===== src/rtl/cwvg_pkg.sv =====
// Package: shared types, constants and tables for the circle waypoint velocity guide
`default_nettype none
package cwvg_pkg;

  localparam int CordicSteps = 18;
  localparam logic signed [31:0] CordicGainQ30 = 32'sd652032874;

  // Configuration register indexes
  localparam logic [1:0] REG_RADIUS = 2'd0;
  localparam logic [1:0] REG_STEP   = 2'd1;
  localparam logic [1:0] REG_SPEED  = 2'd2;
  localparam logic [1:0] REG_REACH  = 2'd3;

  // Datapath operation codes
  typedef enum logic [3:0] {
    OP_NONE,
    OP_LOAD,      // capture position, start of item
    OP_REACH,     // reach test on old target
    OP_ANGLE,     // advance angle, set up CORDIC
    OP_CORDIC,    // one CORDIC rotation
    OP_RMUL,      // radius times cos and sin
    OP_TARGET,    // form target
    OP_DIFF,      // difference vector
    OP_NORM,      // one normalizing shift
    OP_SQSUM,     // square sum
    OP_SQRT,      // one square root step
    OP_NUM,       // numerators
    OP_DIV,       // one divider step (both lanes)
    OP_FINISH     // sign, clamp, output
  } op_t;

  typedef struct packed {
    op_t op;
    logic do_adv;
  } cwvg_cmd_t;

  typedef struct packed {
    logic adv;       // advance decision
    logic degen;     // zero difference vector
    logic norm_done; // normalized
  } cwvg_sts_t;

  function automatic logic signed [23:0] atan_lut(input logic [4:0] i);
    logic signed [23:0] v;
    case (i)
      5'd0:  v = 24'sd2949120;
      5'd1:  v = 24'sd1740967;
      5'd2:  v = 24'sd919879;
      5'd3:  v = 24'sd466945;
      5'd4:  v = 24'sd234379;
      5'd5:  v = 24'sd117304;
      5'd6:  v = 24'sd58666;
      5'd7:  v = 24'sd29335;
      5'd8:  v = 24'sd14668;
      5'd9:  v = 24'sd7334;
      5'd10: v = 24'sd3667;
      5'd11: v = 24'sd1833;
      5'd12: v = 24'sd917;
      5'd13: v = 24'sd458;
      5'd14: v = 24'sd229;
      5'd15: v = 24'sd115;
      5'd16: v = 24'sd57;
      5'd17: v = 24'sd29;
      default: v = 24'sd0;
    endcase
    return v;
  endfunction

endpackage
`default_nettype wire


===== src/rtl/cwvg_ctrl.sv =====
// Controller: sequences the datapath through one item
`default_nettype none
module cwvg_ctrl import cwvg_pkg::*; (
  input  wire logic      clk,
  input  wire logic      rst_n,
  input  wire logic      in_valid,
  output logic           in_ready,
  output logic           out_valid,
  input  wire logic      out_ready,
  input  wire cwvg_sts_t sts,
  output cwvg_cmd_t      cmd
);

  localparam logic [3:0] S_IDLE   = 4'd0;
  localparam logic [3:0] S_REACH  = 4'd1;
  localparam logic [3:0] S_ANGLE  = 4'd2;
  localparam logic [3:0] S_CORDIC = 4'd3;
  localparam logic [3:0] S_RMUL   = 4'd4;
  localparam logic [3:0] S_TARGET = 4'd5;
  localparam logic [3:0] S_DIFF   = 4'd6;
  localparam logic [3:0] S_NORM   = 4'd7;
  localparam logic [3:0] S_SQSUM  = 4'd8;
  localparam logic [3:0] S_SQRT   = 4'd9;
  localparam logic [3:0] S_NUM    = 4'd10;
  localparam logic [3:0] S_DIV    = 4'd11;
  localparam logic [3:0] S_FINISH = 4'd12;

  logic [3:0] state_r, state_nxt;
  logic [5:0] cnt_r, cnt_nxt;
  logic       ovalid_r, ovalid_nxt;
  logic       adv_r, adv_nxt;

  assign out_valid = ovalid_r;
  // Accept a new item while the previous result still waits in the output register
  assign in_ready  = (state_r == S_IDLE);

  always_comb begin
    state_nxt  = state_r;
    cnt_nxt    = cnt_r;
    ovalid_nxt = ovalid_r;
    adv_nxt    = adv_r;
    cmd.op     = OP_NONE;
    cmd.do_adv = adv_r;
    if (ovalid_r && out_ready) ovalid_nxt = 1'b0;
    case (state_r)
      S_IDLE: begin
        if (in_valid) begin
          cmd.op    = OP_LOAD;
          state_nxt = S_REACH;
        end
      end
      S_REACH: begin
        cmd.op  = OP_REACH;
        adv_nxt = sts.adv;
        state_nxt = sts.adv ? S_ANGLE : S_DIFF;
      end
      S_ANGLE: begin
        cmd.op    = OP_ANGLE;
        cnt_nxt   = '0;
        state_nxt = S_CORDIC;
      end
      S_CORDIC: begin
        cmd.op  = OP_CORDIC;
        cnt_nxt = cnt_r + 6'd1;
        if (cnt_r == 6'(CordicSteps - 1)) state_nxt = S_RMUL;
      end
      S_RMUL: begin
        cmd.op    = OP_RMUL;
        state_nxt = S_TARGET;
      end
      S_TARGET: begin
        cmd.op    = OP_TARGET;
        state_nxt = S_DIFF;
      end
      S_DIFF: begin
        cmd.op    = OP_DIFF;
        state_nxt = S_NORM;
      end
      S_NORM: begin
        if (sts.degen) state_nxt = S_FINISH;
        else if (sts.norm_done) state_nxt = S_SQSUM;
        else cmd.op = OP_NORM;
      end
      S_SQSUM: begin
        cmd.op    = OP_SQSUM;
        cnt_nxt   = '0;
        state_nxt = S_SQRT;
      end
      S_SQRT: begin
        cmd.op  = OP_SQRT;
        cnt_nxt = cnt_r + 6'd1;
        if (cnt_r == 6'd31) state_nxt = S_NUM;
      end
      S_NUM: begin
        cmd.op    = OP_NUM;
        cnt_nxt   = '0;
        state_nxt = S_DIV;
      end
      S_DIV: begin
        cmd.op  = OP_DIV;
        cnt_nxt = cnt_r + 6'd1;
        if (cnt_r == 6'd52) state_nxt = S_FINISH;
      end
      S_FINISH: begin
        // Wait for the output register to drain
        if (!ovalid_r || out_ready) begin
          cmd.op     = OP_FINISH;
          ovalid_nxt = 1'b1;
          state_nxt  = S_IDLE;
        end
      end
      default: state_nxt = S_IDLE;
    endcase
  end

  always_ff @(posedge clk) begin
    if (!rst_n) begin
      state_r  <= S_IDLE;
      cnt_r    <= '0;
      ovalid_r <= 1'b0;
      adv_r    <= 1'b0;
    end else begin
      state_r  <= state_nxt;
      cnt_r    <= cnt_nxt;
      ovalid_r <= ovalid_nxt;
      adv_r    <= adv_nxt;
    end
  end

endmodule
`default_nettype wire


===== config.mk =====
export PLATFORM = sky130hd
export DESIGN_NAME = cwvg_ctrl
export DESIGN_NICKNAME = d
export VERILOG_FILES = /design/src/rtl/cwvg_pkg.sv /design/src/rtl/cwvg_ctrl.sv
export SDC_FILE = /design/constraint.sdc
export NUM_CORES = 1
export LEC_CHECK = 0
export ABC_AREA = 1
export BUFFER_PORTS_ARGS = -buffer_cell sky130_fd_sc_hd__buf_2
export CAP_MARGIN = 20
export CORE_MARGIN = 2
export CORE_UTILIZATION = 54
export DETAILED_ROUTE_END_ITERATION = 10
export GPL_TIMING_DRIVEN = 0
export PLACE_DENSITY = 0.77
export SLEW_MARGIN = 20
export SYNTH_ARGS = -nofsm -noshare
export SYNTH_HDL_FRONTEND = slang
export SYNTH_SLANG_ARGS = --single-unit

===== constraint.sdc =====
create_clock -name clk -period 1.6 [get_ports clk]
set_input_delay 0.24 -clock clk [delete_from_list [all_inputs] [get_ports clk]]
set_output_delay 0.24 -clock clk [all_outputs]
set_load 0.02 [all_outputs]

==> summary.txt, run 1 <==
Yosys
  – Top cells by count, synth: 26 x nand2_1, 23 x nor2_1, 21 x inv_1, 12 x dfxtp_1, 11 x nand3_1
  – Synth Net Count: 147
  – Yosys top cell area share: 28.11%
  – Synth area leaders: dfxtp_1 28%, nand2_1 11%, nor2_1 10%
  – Asr flop ratio synth: 0%
  – Post-synth cell types: 18
  – Number of synthesized flops with an enable pin: 0
  – Sequential share of the synthesized area: 28.11%
  – FF+latch count, synth: 12
  – Synth Warn #: 0
  – Synth area leader: dfxtp_1
  – Synth Cell Area: 854.6 um^2
  – Count leader, synth: nand2_1
  – Synth Flop Type: dfxtp_1
  – Syn Inst Count: 137
  – Synthesized area per cell: 6.238 um^2

Cells and area
  – Final core area utilization: 66.81%
  – Inserted Diodes: 0
  – Final #Nets: 165
  – Fillers: 134
  – Layout cells sized above 1: 26.62%
  – Layout area overhead: 16.40%
  – Non-Filler Instances: 170

Drt
  – Residual DRC count: 0
  – Drt first pass iters: 4
  – ANT nets after route: 0
  – Final wirelength: 1782 um
  – Wire length per cell: 10.48 um
  – DRT iter0 DRCs: 10
  – Via count: 889
  – Drt via density: 5.229

Placement
  – GPL Wtd Cong: 0.8510
  – Placed Cells: 166
  – Post-detail-place hpwl: 1466 um
  – Port Buffers: 13
  – Post-Place Setup Slack: 0.1956 ns

CTS
  – CTS tree: done
  – Setup Fix Bufs, Post-CTS: 0
  – H-tree depth: 1
  – Clock transition at the registers of the reported paths: 0.08 ns
  – Root Driver: clkbuf_4
  – Clk_lat worst skew: 0.27 ns
  – Clock sinks: 12
  – CTS Buf Count: 3
  – Hold buffers post-CTS: 0
  – Clock buffer depth: 2

STA
  – Final period utilization: 94.53%
  – Slew HR: 55.05%
  – Post-layout min period: 1.512 ns
  – Final Hold Fails: 0
  – Final clock skew: 0.004859 ns
  – Slew @ Worst Pin: 0.6672 ns
  – Setup TNS: 0 ns
  – RSZ-0062 raised after global routing: no
  – Final setup margin: 0.08756 ns
  – Max Fclk: 661.2 MHz
  – Pins Over Slew Limit: 0
  – Final setup violation count: 0

Floorplanning
  – Die width: 43.78 um
  – IO Pins: 14
  – Die Y: 43.78 um
  – Starting Density: 57.39%
  – Die Area: 1917 um^2
  – Core Box Area: 1489 um^2
  – Row count: 14

Global route
  – Pin count of the biggest net entering global routing: 9
  – Grt ovf: 0
  – Antenna violations before repair: 0
  – Vias in the first global route: 789
  – Total GRT Usage: 21.43%
  – First-pass GRT wire length: 3091 um

Setup path
  – CP required: 1.36 ns
  – Critical path fanouts, max: 6
  – Startpoint class of the critical path: flip-flop
  – Element type at the critical path end: output port
  – Worst EP arrival: 1.27 ns
  – Critical path class: reg2out

Flow run
  – Maxcap violations: 0

Min path
  – HP Class: in2reg

Power
  – LEAKAGE: 0.4714 nW
  – Worst VDD drop: 0.8591 mV
  – Power density cells: 1528 nW/um^2

Outcome
  – Status: completed
final timing paths:
check | from | end | slack (ns) | cells after the start
max | state_r[3] | cmd[1] | 0.09 | 5
min | sts[2] | adv_r | 0.22 | 3
max reg2reg | cnt_r[0] | state_r[3] | 0.19 | 10
min reg2reg | cnt_r[3] | cnt_r[3] | 0.51 | 2
power breakdown:
part / leakage (nW) / internal, W / total, W / switching, W
registers: 0.0991 / 0.000367 / 0.000431 / 0.0000631
logic: 0.351 / 0.000308 / 0.000845 / 0.000537
clock network: 0.0210 / 0.000138 / 0.000244 / 0.000106
routing by layer:
metal	global-route usage (%)	share of wire (%)	vias up
met5	0	0	-
met4	9.091	0.67	0
met3	3.750	3.6	2
met2	39.12	49	22
met1	24.04	47	397
li1	-	-	468
critical path, cell delays in order, from the launching register on:
cell,delay [ns]
dfxtp_2,0.37
nand2_1,0.13
nor2_4,0.16
o21ai_2,0.09
o211ai_1,0.08
buf_4,0.16
cell type report:
cell class	instances	area [um^2]	share of cell area [%]
Multi-Input combinational cell	103	536.8	53.96
Sequential cell	12	245.2	24.65
Inverter	21	78.83	7.925
Timing Repair Buffer	13	70.07	7.044
Clock buffer	4	36.28	3.648
Tap cell	16	20.02	2.013
Buffer	1	7.507	0.7547
stage by stage:
stage | hold WS (ns) | power, W | instance area [um^2]
final | 0.2240 | 0.001520 | 994.7
after global placement | 0.4906 | 0.001230 | 939.7
after floorplan | 0.3607 | 0.001050 | 854.6
after detailed placement | 0.4983 | 0.001250 | 939.7
after global routing | 0.2339 | 0.001650 | 994.7
after CTS | 0.2205 | 0.001520 | 984.7
layout by cell type (no fill, tap or decap), drive strengths merged:
master	netlist	layout
ha	3	3
o211ai	2	2
nand4	1	1
nand2	33	33
nor2	31	31
nor3	1	1
nand3	13	13
dfxtp	12	12
o21ai	9	9
inv	21	21
buf	1	14
clkbuf	0	4
a21oi	9	9
o21bai	1	1
registers in the layout (all words and copies together), names as in the netlist:
name and count:
cnt_r 6, adv_r 1, out_valid 1, state_r 4
timing repair:
| action | 4_1_cts | 5_1_grt |
|---|---|---|
| cloned | 0 | 0 |
| gates resized for setup | 6 | 3 |
| setup endpoints to repair | 3 | 3 |
cells by family after synthesis:
| group | synth area share (%) |
|---|---|
| simple gates | 43.78 |
| fa+ha+maj | 4.393 |
| flops | 28.11 |
| compound gates | 13.62 |
| buf+inv | 10.10 |
No activity file was read; power rests on OpenSTA's default activity.
==> run 2: changes to the inputs <==
--- a/config.mk
+++ b/config.mk
@@ -11,7 +11,6 @@
 export CORE_MARGIN = 2
 export CORE_UTILIZATION = 54
 export DETAILED_ROUTE_END_ITERATION = 10
-export GPL_TIMING_DRIVEN = 0
 export PLACE_DENSITY = 0.77
 export SLEW_MARGIN = 20
 export SYNTH_ARGS = -nofsm -noshare
==> summary.txt, run 2 (same netlist as run 1, synthesis figures left out) <==
STA
  – Final clock skew: 0.002798 ns
  – Final setup violation count: 0
  – RSZ-0062 raised after global routing: yes
  – Slew @ Worst Pin: 0.2551 ns
  – Pins Over Slew Limit: 0
  – Post-layout min period: 1.552 ns
  – Final Hold Fails: 0
  – Final hold slack: 0.2113 ns
  – Slew HR: 82.97%
  – Final period utilization: 97.01%
  – Max Fclk: 644.2 MHz

Floorplanning
  – Die width: 43.78 um
  – IO Pins: 14
  – Die Y: 43.78 um
  – Core Box Area: 1489 um^2
  – Starting Density: 57.39%
  – Row count: 14
  – Die Area: 1917 um^2

CTS
  – Root Driver: clkbuf_4
  – H-tree depth: 1
  – Clock buffer depth: 2
  – Clk_lat worst skew: 0.28 ns
  – CTS Buf Count: 3
  – CTS tree: done
  – Hold buffers post-CTS: 0
  – Clock transition at the registers of the reported paths: 0.08 ns
  – Clock sinks: 12

Cells and area
  – Most flops, register: cnt_r
  – Largest registers: cnt_r x6, state_r x4
  – Multi-input gate area: 541.8 um^2
  – Max FFs per register: 6
  – Layout cells sized above 1: 27.92%
  – Commonest non-fill, non-tap cell in the layout: nand2_1
  – Final #Nets: 165
  – Inserted Diodes: 0
  – Final Cell Area: 999.7 um^2
  – Register area: 245.2 um^2
  – Fillers: 155
  – Non-Filler Instances: 170
  – Most frequent cells in the layout: 25 x nand2_1, 22 x nor2_1, 21 x inv_1
  – Layout area overhead: 16.98%

Flow run
  – Maxcap violations: 0

Drt
  – Drt first pass iters: 4
  – Residual DRC count: 0
  – Final wirelength: 1890 um
  – Via count: 904
  – Drt via density: 5.318
  – DRT iter0 DRCs: 12
  – ANT nets after route: 0
  – Wire length per cell: 11.12 um

Min path
  – Worst Hold End: adv_r
  – HP Class: in2reg
  – Worst Hold Depth: 3
  – Hold Crit Start: sts[2]

Global route
  – Vias in the first global route: 810
  – First-pass GRT wire length: 3187 um
  – Pin count of the biggest net entering global routing: 9
  – Total GRT Usage: 22.54%
  – Antenna violations before repair: 0
  – Grt ovf: 0

Placement
  – GPL Wtd Cong: 0.8655
  – DP Area: 939.7 um^2
  – Post-detail-place hpwl: 1532 um
  – Port Buffers: 13
  – Placed Cells: 166

Setup path
  – R2r startpoint: cnt_r[0]
  – Crit-path slowest cell: dfxtp_2
  – Slowest stage delay, CP: 0.38 ns
  – CP required: 1.36 ns
  – Element type at the critical path end: output port
  – Startpoint class of the critical path: flip-flop
  – Crit-path cells: nand2_1, nor2_4, o21ai_2, o211ai_1, buf_4
  – WP buf/inv: 1
  – Reg-to-reg endpoint: state_r[0]
  – Worst EP arrival: 1.31 ns
  – Cell depth of the worst flop-to-flop path: 8
  – Crit-path leading delay family: flip-flops
  – R2r setup slk: 0.18 ns
  – Critical path class: reg2out
  – Critical path fanouts, max: 5
  – Worst path depth: 5

Outcome
  – Status: completed

Power
  – Worst VDD drop: 0.9808 mV
  – Power density cells: 1556 nW/um^2
  – LEAKAGE: 0.4703 nW
[run 2: cell counts in the layout (fill, tap and decap cells not counted)]
Identical to the previous run, type by type.
[run 2: layout make-up]
type | count | area share [%]
clock buffer | 4 | 3.630
inverter | 21 | 7.885
tap | 16 | 2.003
sequential | 12 | 24.53
multi-input combinational | 103 | 54.19
timing repair buffer | 14 | 7.760
[run 2: worst max path at each step]
stage	slack (ns)	startpoint	endpoint
floorplan	0.32	state_r[1]	cmd[1]
detailed placement	0.16	state_r[3]	cmd[3]
finish	0.05	state_r[2]	cmd[3]
global placement	0.20	state_r[2]	cmd[3]
global route	-0.03	state_r[2]	cmd[3]
CTS	0.02	state_r[0]	cmd[3]
[run 2: where the power goes]
| group | total, W | leakage [nW] | internal, W | switching (W) |
|---|---|---|---|---|
| clock network | 0.000251 | 0.0210 | 0.000139 | 0.000113 |
| registers | 0.000432 | 0.0991 | 0.000367 | 0.0000644 |
| logic | 0.000872 | 0.350 | 0.000319 | 0.000554 |
[run 2: per-layer routing]
metal  GRT usage (%)  part of all wire [%]  wire length, um
met1           24.55                    43              804
met2           40.59                    49              934
met3           3.750                   6.0              113
met4           12.73                   2.0               38
met5               0                     0                0
[run 2: stage by stage]
step	setup WS, ns	util, %	TNS, ns	power (W)
CTS	0.02048	66.22	0	0.001524
floorplan	0.3185	-	0	0.001050
finish	0.04778	67.14	0	0.001555
global placement	0.1989	63.11	0	0.001245
global route	-0.02666	67.14	-0.02666	0.001685
detailed placement	0.1648	63.11	0	0.001265
[run 2: worst register-to-register path, cell delays in order, from the launching register on]
cell	delay [ns]
dfxtp_1	0.36
inv_1	0.12
ha_1	0.16
nand3_1	0.10
o21ai_0	0.18
nand3_1	0.12
nor2_2	0.17
nor2_1	0.06
nor2_1	0.09
[run 2: repair_timing]
action | in CTS | in global routing
pin swaps | 0 | 1
endpoints found under the setup margin | 3 | 3
resized for setup | 6 | 5
setup buffers | 0 | 0
